[src/rtl/core/tfr_pkg.sv]
// shared types, constants and helpers for the telemetry frame receiver
`default_nettype none

package tfr_pkg;

  localparam int WORDS_DEF = 15;

  localparam logic [7:0]  SYNC_CHAR_RST  = 8'd65;
  localparam logic [30:0] LIMIT_BITS_RST = 31'd1232348144;
  localparam logic [31:0] ONE_BITS       = 32'h3F80_0000;

  localparam int QUAT_WORDS = 4;

  localparam int CFG_IDX_W = 2;
  localparam logic [CFG_IDX_W-1:0] CFG_SYNC_CHAR  = 2'd0;
  localparam logic [CFG_IDX_W-1:0] CFG_LIMIT_BITS = 2'd1;

  typedef enum logic [1:0] {
    PH_HUNT_FIRST  = 2'd0,
    PH_HUNT_SECOND = 2'd1,
    PH_BODY        = 2'd2
  } phase_t;

  typedef enum logic [1:0] {
    ST_LOAD  = 2'd0,
    ST_CHECK = 2'd1,
    ST_EMIT  = 2'd2
  } state_t;

  function automatic logic is_bad(input logic [31:0] word, input logic [30:0] limit);
    return word[30:0] > limit;
  endfunction

endpackage

`default_nettype wire

[src/rtl/core/tfr_ram.sv]
// generic single-write, single-read synchronous ram with registered read data
`default_nettype none

module tfr_ram #(
  parameter int WIDTH = 32,
  parameter int DEPTH = 16
) (
  input  wire logic                     clk,
  input  wire logic                     wr_en,
  input  wire logic [$clog2(DEPTH)-1:0] wr_addr,
  input  wire logic [WIDTH-1:0]         wr_data,
  input  wire logic                     rd_en,
  input  wire logic [$clog2(DEPTH)-1:0] rd_addr,
  output logic      [WIDTH-1:0]         rd_data
);

  logic [WIDTH-1:0] mem [DEPTH];

  always_ff @(posedge clk) begin
    if (wr_en) begin
      mem[wr_addr] <= wr_data;
    end
    if (rd_en) begin
      rd_data <= mem[rd_addr];
    end
  end

endmodule

`default_nettype wire

[src/rtl/core/telemetry_frame_receiver.sv]
// telemetry frame receiver top level: sync hunt, word store and frame readout
//
// Bytes are taken one per cycle while the block hunts for the two sync
// characters and while it loads the frame body; every fourth body byte
// completes a word that is written to the word ram. After the byte that completes
// the last word, in_stall stays high until readout is done: the single
// ram read port first reads words 0 to 3 to judge the quaternion, then reads
// all WORDS words, one per cycle, into the output register, which slows down
// with out_stall. The limit is applied at readout time.
`default_nettype none

module telemetry_frame_receiver #(
  parameter int WORDS = tfr_pkg::WORDS_DEF
) (
  input  wire logic                          clk,
  input  wire logic                          rst_n,

  input  wire logic                          in_valid,
  output logic                               in_stall,
  input  wire logic [7:0]                    in_rx_byte,

  output logic                               out_valid,
  input  wire logic                          out_stall,
  output logic      [5:0]                    out_word_index,
  output logic      [31:0]                   out_word_value,
  output logic                               out_replaced,
  output logic                               out_last,

  input  wire logic                          cfg_valid,
  output logic                               cfg_ready,
  input  wire logic [tfr_pkg::CFG_IDX_W-1:0] cfg_index,
  input  wire logic [31:0]                   cfg_data
);

  import tfr_pkg::*;

  localparam int AW = $clog2(WORDS);
  localparam logic [AW-1:0] LAST_ADDR = AW'(WORDS - 1);
  localparam logic [AW-1:0] QUAT_LAST = AW'(QUAT_WORDS - 1);

  logic [7:0]  sync_char_r;
  logic [30:0] limit_bits_r;

  state_t      state_r,    state_nxt;
  phase_t      phase_r,    phase_nxt;
  logic [1:0]  byte_cnt_r, byte_cnt_nxt;
  logic [AW-1:0] wcnt_r,   wcnt_nxt;
  logic [23:0] shift_r,    shift_nxt;

  logic [AW-1:0] rd_addr_r, rd_addr_nxt;
  logic        issuing_r,  issuing_nxt;
  logic        pend_r,     pend_nxt;
  logic [AW-1:0] pend_idx_r, pend_idx_nxt;
  logic        qbad_r,     qbad_nxt;

  logic        out_valid_r, out_valid_nxt;
  logic [5:0]  out_index_r, out_index_nxt;
  logic [31:0] out_value_r, out_value_nxt;
  logic        out_rep_r,   out_rep_nxt;
  logic        out_last_r,  out_last_nxt;

  logic          wr_en;
  logic [AW-1:0] wr_addr;
  logic [31:0]   wr_data;
  logic          rd_en;
  logic [31:0]   rd_data;

  logic          in_xfer;
  logic          move;
  logic          consume;
  logic          word_bad;
  logic [AW-1:0] last_addr;

  tfr_ram #(
    .WIDTH (32),
    .DEPTH (WORDS)
  ) u_word_ram (
    .clk     (clk),
    .wr_en   (wr_en),
    .wr_addr (wr_addr),
    .wr_data (wr_data),
    .rd_en   (rd_en),
    .rd_addr (rd_addr_r),
    .rd_data (rd_data)
  );

  assign cfg_ready = 1'b1;

  always_ff @(posedge clk) begin
    if (!rst_n) begin
      sync_char_r  <= SYNC_CHAR_RST;
      limit_bits_r <= LIMIT_BITS_RST;
    end else if (cfg_valid && cfg_ready) begin
      unique case (cfg_index)
        CFG_SYNC_CHAR:  sync_char_r  <= cfg_data[7:0];
        CFG_LIMIT_BITS: limit_bits_r <= cfg_data[30:0];
        default: ;
      endcase
    end
  end

  always_comb begin
    state_nxt     = state_r;
    phase_nxt     = phase_r;
    byte_cnt_nxt  = byte_cnt_r;
    wcnt_nxt      = wcnt_r;
    shift_nxt     = shift_r;
    rd_addr_nxt   = rd_addr_r;
    issuing_nxt   = issuing_r;
    pend_idx_nxt  = pend_idx_r;
    qbad_nxt      = qbad_r;
    out_index_nxt = out_index_r;
    out_value_nxt = out_value_r;
    out_rep_nxt   = out_rep_r;
    out_last_nxt  = out_last_r;

    in_stall = (state_r != ST_LOAD);
    in_xfer  = in_valid && !in_stall;
    wr_en    = 1'b0;
    wr_addr  = wcnt_r;
    wr_data  = {shift_r, in_rx_byte};

    word_bad  = is_bad(rd_data, limit_bits_r);
    last_addr = (state_r == ST_CHECK) ? QUAT_LAST : LAST_ADDR;
    move      = (state_r == ST_EMIT) && pend_r && (!out_valid_r || !out_stall);
    consume   = (state_r == ST_CHECK) ? pend_r : move;
    rd_en     = issuing_r && (!pend_r || consume);

    if (rd_en) begin
      pend_idx_nxt = rd_addr_r;
      if (rd_addr_r == last_addr) begin
        issuing_nxt = 1'b0;
      end else begin
        rd_addr_nxt = rd_addr_r + 1'b1;
      end
    end
    pend_nxt = rd_en || (pend_r && !consume);

    unique case (state_r)
      ST_LOAD: begin
        if (in_xfer) begin
          unique case (phase_r)
            PH_HUNT_SECOND: begin
              if (in_rx_byte == sync_char_r) begin
                phase_nxt    = PH_BODY;
                byte_cnt_nxt = 2'd0;
              end else begin
                phase_nxt = PH_HUNT_FIRST;
              end
            end
            PH_BODY: begin
              shift_nxt    = {shift_r[15:0], in_rx_byte};
              byte_cnt_nxt = byte_cnt_r + 2'd1;
              if (byte_cnt_r == 2'd3) begin
                wr_en = 1'b1;
                if (wcnt_r == LAST_ADDR) begin
                  wcnt_nxt    = '0;
                  phase_nxt   = PH_HUNT_FIRST;
                  state_nxt   = ST_CHECK;
                  rd_addr_nxt = '0;
                  issuing_nxt = 1'b1;
                  qbad_nxt    = 1'b0;
                end else begin
                  wcnt_nxt = wcnt_r + 1'b1;
                end
              end
            end
            default: begin
              wcnt_nxt  = '0;
              phase_nxt = (in_rx_byte == sync_char_r) ? PH_HUNT_SECOND : PH_HUNT_FIRST;
            end
          endcase
        end
      end
      ST_CHECK: begin
        if (consume) begin
          qbad_nxt = qbad_r || word_bad;
          if (pend_idx_r == QUAT_LAST) begin
            state_nxt   = ST_EMIT;
            rd_addr_nxt = '0;
            issuing_nxt = 1'b1;
          end
        end
      end
      ST_EMIT: begin
        if (move) begin
          out_index_nxt = 6'(pend_idx_r);
          out_last_nxt  = (pend_idx_r == LAST_ADDR);
          if (pend_idx_r <= QUAT_LAST) begin
            out_rep_nxt   = qbad_r;
            out_value_nxt = !qbad_r ? rd_data : ((pend_idx_r == '0) ? ONE_BITS : '0);
          end else begin
            out_rep_nxt   = word_bad;
            out_value_nxt = word_bad ? '0 : rd_data;
          end
          if (pend_idx_r == LAST_ADDR) begin
            state_nxt = ST_LOAD;
          end
        end
      end
      default: begin
        state_nxt = ST_LOAD;
      end
    endcase

    out_valid_nxt = move || (out_valid_r && out_stall);
  end

  always_ff @(posedge clk) begin
    if (!rst_n) begin
      state_r     <= ST_LOAD;
      phase_r     <= PH_HUNT_FIRST;
      byte_cnt_r  <= '0;
      wcnt_r      <= '0;
      rd_addr_r   <= '0;
      issuing_r   <= 1'b0;
      pend_r      <= 1'b0;
      qbad_r      <= 1'b0;
      out_valid_r <= 1'b0;
    end else begin
      state_r     <= state_nxt;
      phase_r     <= phase_nxt;
      byte_cnt_r  <= byte_cnt_nxt;
      wcnt_r      <= wcnt_nxt;
      rd_addr_r   <= rd_addr_nxt;
      issuing_r   <= issuing_nxt;
      pend_r      <= pend_nxt;
      qbad_r      <= qbad_nxt;
      out_valid_r <= out_valid_nxt;
    end
  end

  always_ff @(posedge clk) begin
    shift_r     <= shift_nxt;
    pend_idx_r  <= pend_idx_nxt;
    out_index_r <= out_index_nxt;
    out_value_r <= out_value_nxt;
    out_rep_r   <= out_rep_nxt;
    out_last_r  <= out_last_nxt;
  end

  assign out_valid      = out_valid_r;
  assign out_word_index = out_index_r;
  assign out_word_value = out_value_r;
  assign out_replaced   = out_rep_r;
  assign out_last       = out_last_r;

`ifndef SYNTHESIS
  a_no_pend_in_load: assert property (@(posedge clk) disable iff (!rst_n)
    state_r == ST_LOAD |-> !pend_r)
    else $error("read data pending while loading");

  a_frame_end_check: assert property (@(posedge clk) disable iff (!rst_n)
    wr_en && wcnt_r == LAST_ADDR |=> state_r == ST_CHECK)
    else $error("last word written without quaternion check");

  a_check_reads_quat: assert property (@(posedge clk) disable iff (!rst_n)
    state_r == ST_CHECK && rd_en |-> rd_addr_r <= QUAT_LAST)
    else $error("quaternion check reads past word 3");

  a_replaced_zero: assert property (@(posedge clk) disable iff (!rst_n)
    out_valid && out_replaced && out_word_index != 6'd0 |-> out_word_value == 32'd0)
    else $error("replaced word other than word 0 is not zero");

  a_no_write_in_readout: assert property (@(posedge clk) disable iff (!rst_n)
    state_r != ST_LOAD |-> !wr_en)
    else $error("word ram written during readout");
`endif

endmodule

`default_nettype wire
[config.mk]
export PLATFORM = sky130hd
export DESIGN_NAME = telemetry_frame_receiver
export DESIGN_NICKNAME = d
export VERILOG_FILES = /design/src/rtl/core/tfr_pkg.sv /design/src/rtl/core/tfr_ram.sv /design/src/rtl/core/telemetry_frame_receiver.sv
export SDC_FILE = /design/constraint.sdc
export NUM_CORES = 1
export LEC_CHECK = 0
export BUFFER_PORTS_ARGS = -buffer_cell sky130_fd_sc_hd__buf_2
export CAP_MARGIN = 20
export CORE_MARGIN = 3
export CORE_UTILIZATION = 56
export CTS_CLUSTER_DIAMETER = 60
export DETAILED_ROUTE_END_ITERATION = 7
export PLACE_DENSITY_LB_ADDON = 0.2
export SLEW_MARGIN = 5
export SYNTH_ARGS = -nofsm -noshare
export SYNTH_HDL_FRONTEND = slang
export SYNTH_SLANG_ARGS = --single-unit
[constraint.sdc]
create_clock -name clk -period 4.74 [get_ports clk]
set_clock_uncertainty 0.1 [all_clocks]
set_input_delay 0 -clock clk [delete_from_list [all_inputs] [get_ports clk]]
set_output_delay 0 -clock clk [all_outputs]
set_load 0.005 [all_outputs]
==> results by group <==
Clock network
  • Hold Buf Count CTS: 47
  • Post-CTS sizing: 0
  • CTS Buf Count: 66
  • Clock latency on the worst-skew pair: 570 ps
  • Clk pin slew, worst setup/hold paths: 60 ps
  • Post-CTS Setup Inserts: 0
  • Clk sinks: 635
  • Root Driver: clkbuf_16
  • H-tree lvl count: 3
  • CTS tree: yes
  • CTS Buffer Depth: 3

STA
  • Tcrit/Tclk final: 66.6%
  • Tmin final: 3160 ps
  • Fin. Hold Viols: 0
  • RSZ-0062 raised after global routing: false
  • Final Setup Violations: 0
  • Max Clk Rate: 317 MHz
  • Final Max Tran Viols: 0
  • Hold WS: 25.9 ps
  • Worst-Margin Slew: 1060 ps
  • Relative slew slack: 29.4%

Logic synthesis
  • Syn avg cell area: 18.0 µm²
  • Asr flop ratio synth: 0%
  • Number of synthesized register bits: 635
  • Mapped Cells: 1,393
  • Largest cells by area after synthesis: edfxtp_1, mux4_2, dfxtp_1
  • Top post-synthesis cells by count: edfxtp_1, nand2_1, mux4_2, dfxtp_1, mux2i_1
  • Ys flop type: edfxtp_1
  • Seq/Total Area, Yosys: 73.8%
  • Most frequent cell after synthesis: edfxtp_1
  • Synth area leader: edfxtp_1
  • Synth Warn #: 0
  • Netlist Area Pre-Place: 25,100 µm²
  • Unique cell type count in the Yosys netlist: 47
  • Post-synth EDFFs: 578
  • Synth top area share: 69.3%

Hold path
  • Hold Path End: limit_bits_r[4]
  • Worst Hold Depth: 2
  • Worst Hold Class: input pin to flop
  • Worst Hold Launch: rst_n

Layout
  • Fin area: 28,900 µm²
  • Layout cells sized above 1: 22.1%
  • Post-layout nets: 1,632
  • Ant. Diodes: 0
  • Area grow syn2layout: 15.3%
  • Final core occ: 66.2%

Setup path
  • Reg2Reg Setup Slack: 1580 ps
  • R2R Path Start: phase_r[0]
  • Worst-path fanout max: 22
  • Worst r2r path cells: 8
  • Startpoint types: flop
  • WS Path Type: flop to flop
  • Worst Path Required: 4910 ps
  • Critical R2R Capture: u_word_ram.mem[11][6]
  • Worst path arrival time: 3330 ps
  • Critical Path Sink Type: flop

Detailed routing
  • Routed len/inst: 24.1 µm
  • Vias per Instance: 5.98
  • Drt pass-1 iters: 5
  • DR vias: 13,000
  • Number of DRC markers in iteration 0: 1,364
  • Final wirelength: 52,700 µm
  • Residual DRC count: 0
  • Detail Route Antenna Nets: 0

Power and ir drop
  • Power Dens Cells: 391 nW/µm²
  • Leakage: 0.00929 µW
  • Register share of total power: 53.5%
  • VDD IR-drop max: 0.248 mV
  • Net Sw Frac: 18.8%
  • Cell-internal power: 9170 µW
  • Clock Power Share: 45.1%
  • Sw power: 2130 µW
  • Comb power frac: 1.3%

Global route
  • Gr busiest metal: met2
  • First-pass GRT wire length: 80,000 µm
  • GRT overflow: 0
  • Largest net degree at the start of global routing: 58
  • GRT Util Overall: 22.8%
  • Met3 usage: 4.61%
  • M1 GR Usage: 32.3%
  • Met2 usage: 36.3%
  • Vias in the first global route: 13,100
  • Initial antenna violation count: 3

Floorplanning
  • Die width: 218 µm
  • Num rows: 76
  • I/O pin total: 90
  • Overall die area: 47,300 µm²
  • Core area: 43,600 µm²
  • DIE HEIGHT: 218 µm
  • Initial core utilization: 57.4%

Placement
  • # port buffers: 85
  • DP HPWL: 29,700 µm
  • Gpl congestion: 0.853
  • Placement Cell Area: 26,200 µm²

Outcome
  • Outcome: complete, no violations

Flow run
  • Max Cap Viol: 0
==> state kept, by name (all words and copies together), names as in the netlist, 4 cells and up <==
name and count:
out_word_index 4, out_word_value 32, sync_char_r 8, pend_idx_r 4, limit_bits_r 31, u_word_ram.rd_data 32, wcnt_r 4, u_word_ram.mem 480
rd_addr_r 4, shift_r 24
==> layer usage <==
| layer | vias up | wire [µm] |
|---|---|---|
| met4 | 0 | 1240 |
| met5 | - | 0 |
| met3 | 98 | 3670 |
| met2 | 450 | 25300 |
| li1 | 5822 | - |
| met1 | 6675 | 22500 |
==> power groups by stage <==
stage	registers (µW)	logic [µW]	clock network [µW]
global placement	6170	114	0
detailed placement	6170	119	0
floorplan	6170	63.3	0
CTS	6050	149	5190
finish	6050	151	5100
global route	6050	167	5440
==> per-stage QoR <==
stage | setup TNS [ps] | worst slack (ps) | cells | power [µW]
after floorplan | -4530 | -70.7 | 1394 | 6230
after global placement | 0 | 1610 | 2017 | 6280
after detailed placement | 0 | 1610 | 2017 | 6290
after CTS | 0 | 1590 | 2180 | 11400
after global routing | 0 | 1350 | 2183 | 11700
final | 0 | 1580 | 2183 | 11300
==> worst max-delay path: stages, from the launching register on <==
cell and delay (ps):
dfxtp_1 320, inv_1 60, ha_1 360, nand3_1 160, or2_2 300, nor2_1 160
nand2_1 240, nor2_4 840, buf_4 320
==> worst max-delay path by stage <==
| stage | from | end | slack (ps) |
|---|---|---|---|
| finish | phase_r[0] | u_word_ram.mem[11][6] | 1580 |
| global route | phase_r[1] | u_word_ram.mem[11][6] | 1350 |
| CTS | phase_r[0] | u_word_ram.mem[11][6] | 1590 |
| detailed placement | phase_r[0] | u_word_ram.mem[11][19] | 1610 |
| global placement | phase_r[0] | u_word_ram.mem[11][19] | 1610 |
| floorplan | phase_r[0] | u_word_ram.mem[12][0] | -70 |
==> final cells by class <==
cell class / instances / area, µm²
Clock inverter: 32 / 339
Tap cell: 585 / 732
Inverter: 40 / 150
Timing Repair Buffer: 165 / 1220
Clock buffer: 84 / 1790
Multi-Input combinational cell: 642 / 6140
Sequential cell: 635 / 18500
Fill cell: 2826 / 14800
==> logic make-up after synthesis <==
logic type | count (synthesis) | synth area share, %
other | 2 | 0.0300
buffers and inverters | 117 | 2.14
muxes | 171 | 12.6
DFF | 635 | 73.8
AOI/OAI and AO/OA | 186 | 4.84
xor gates and xnor gates | 11 | 0.384
and+or+nand+nor | 236 | 4.47
adders and majority gates | 35 | 1.75
==> layout by cell type, fill, tap and decap left out, types with 28 or more instances in the layout <==
master and count:
dfxtp_1 53, mux2i_1 56, o21ai_0 39, clkbuf_16 69
a21oi_1 36, mux4_2 115, a211oi_1 48, buf_4 28
dlygate4sd3_1 47, nand2_1 129, buf_2 85, inv_1 39
edfxtp_1 578, ha_1 35
No activity file was read; power rests on OpenSTA's default activity.
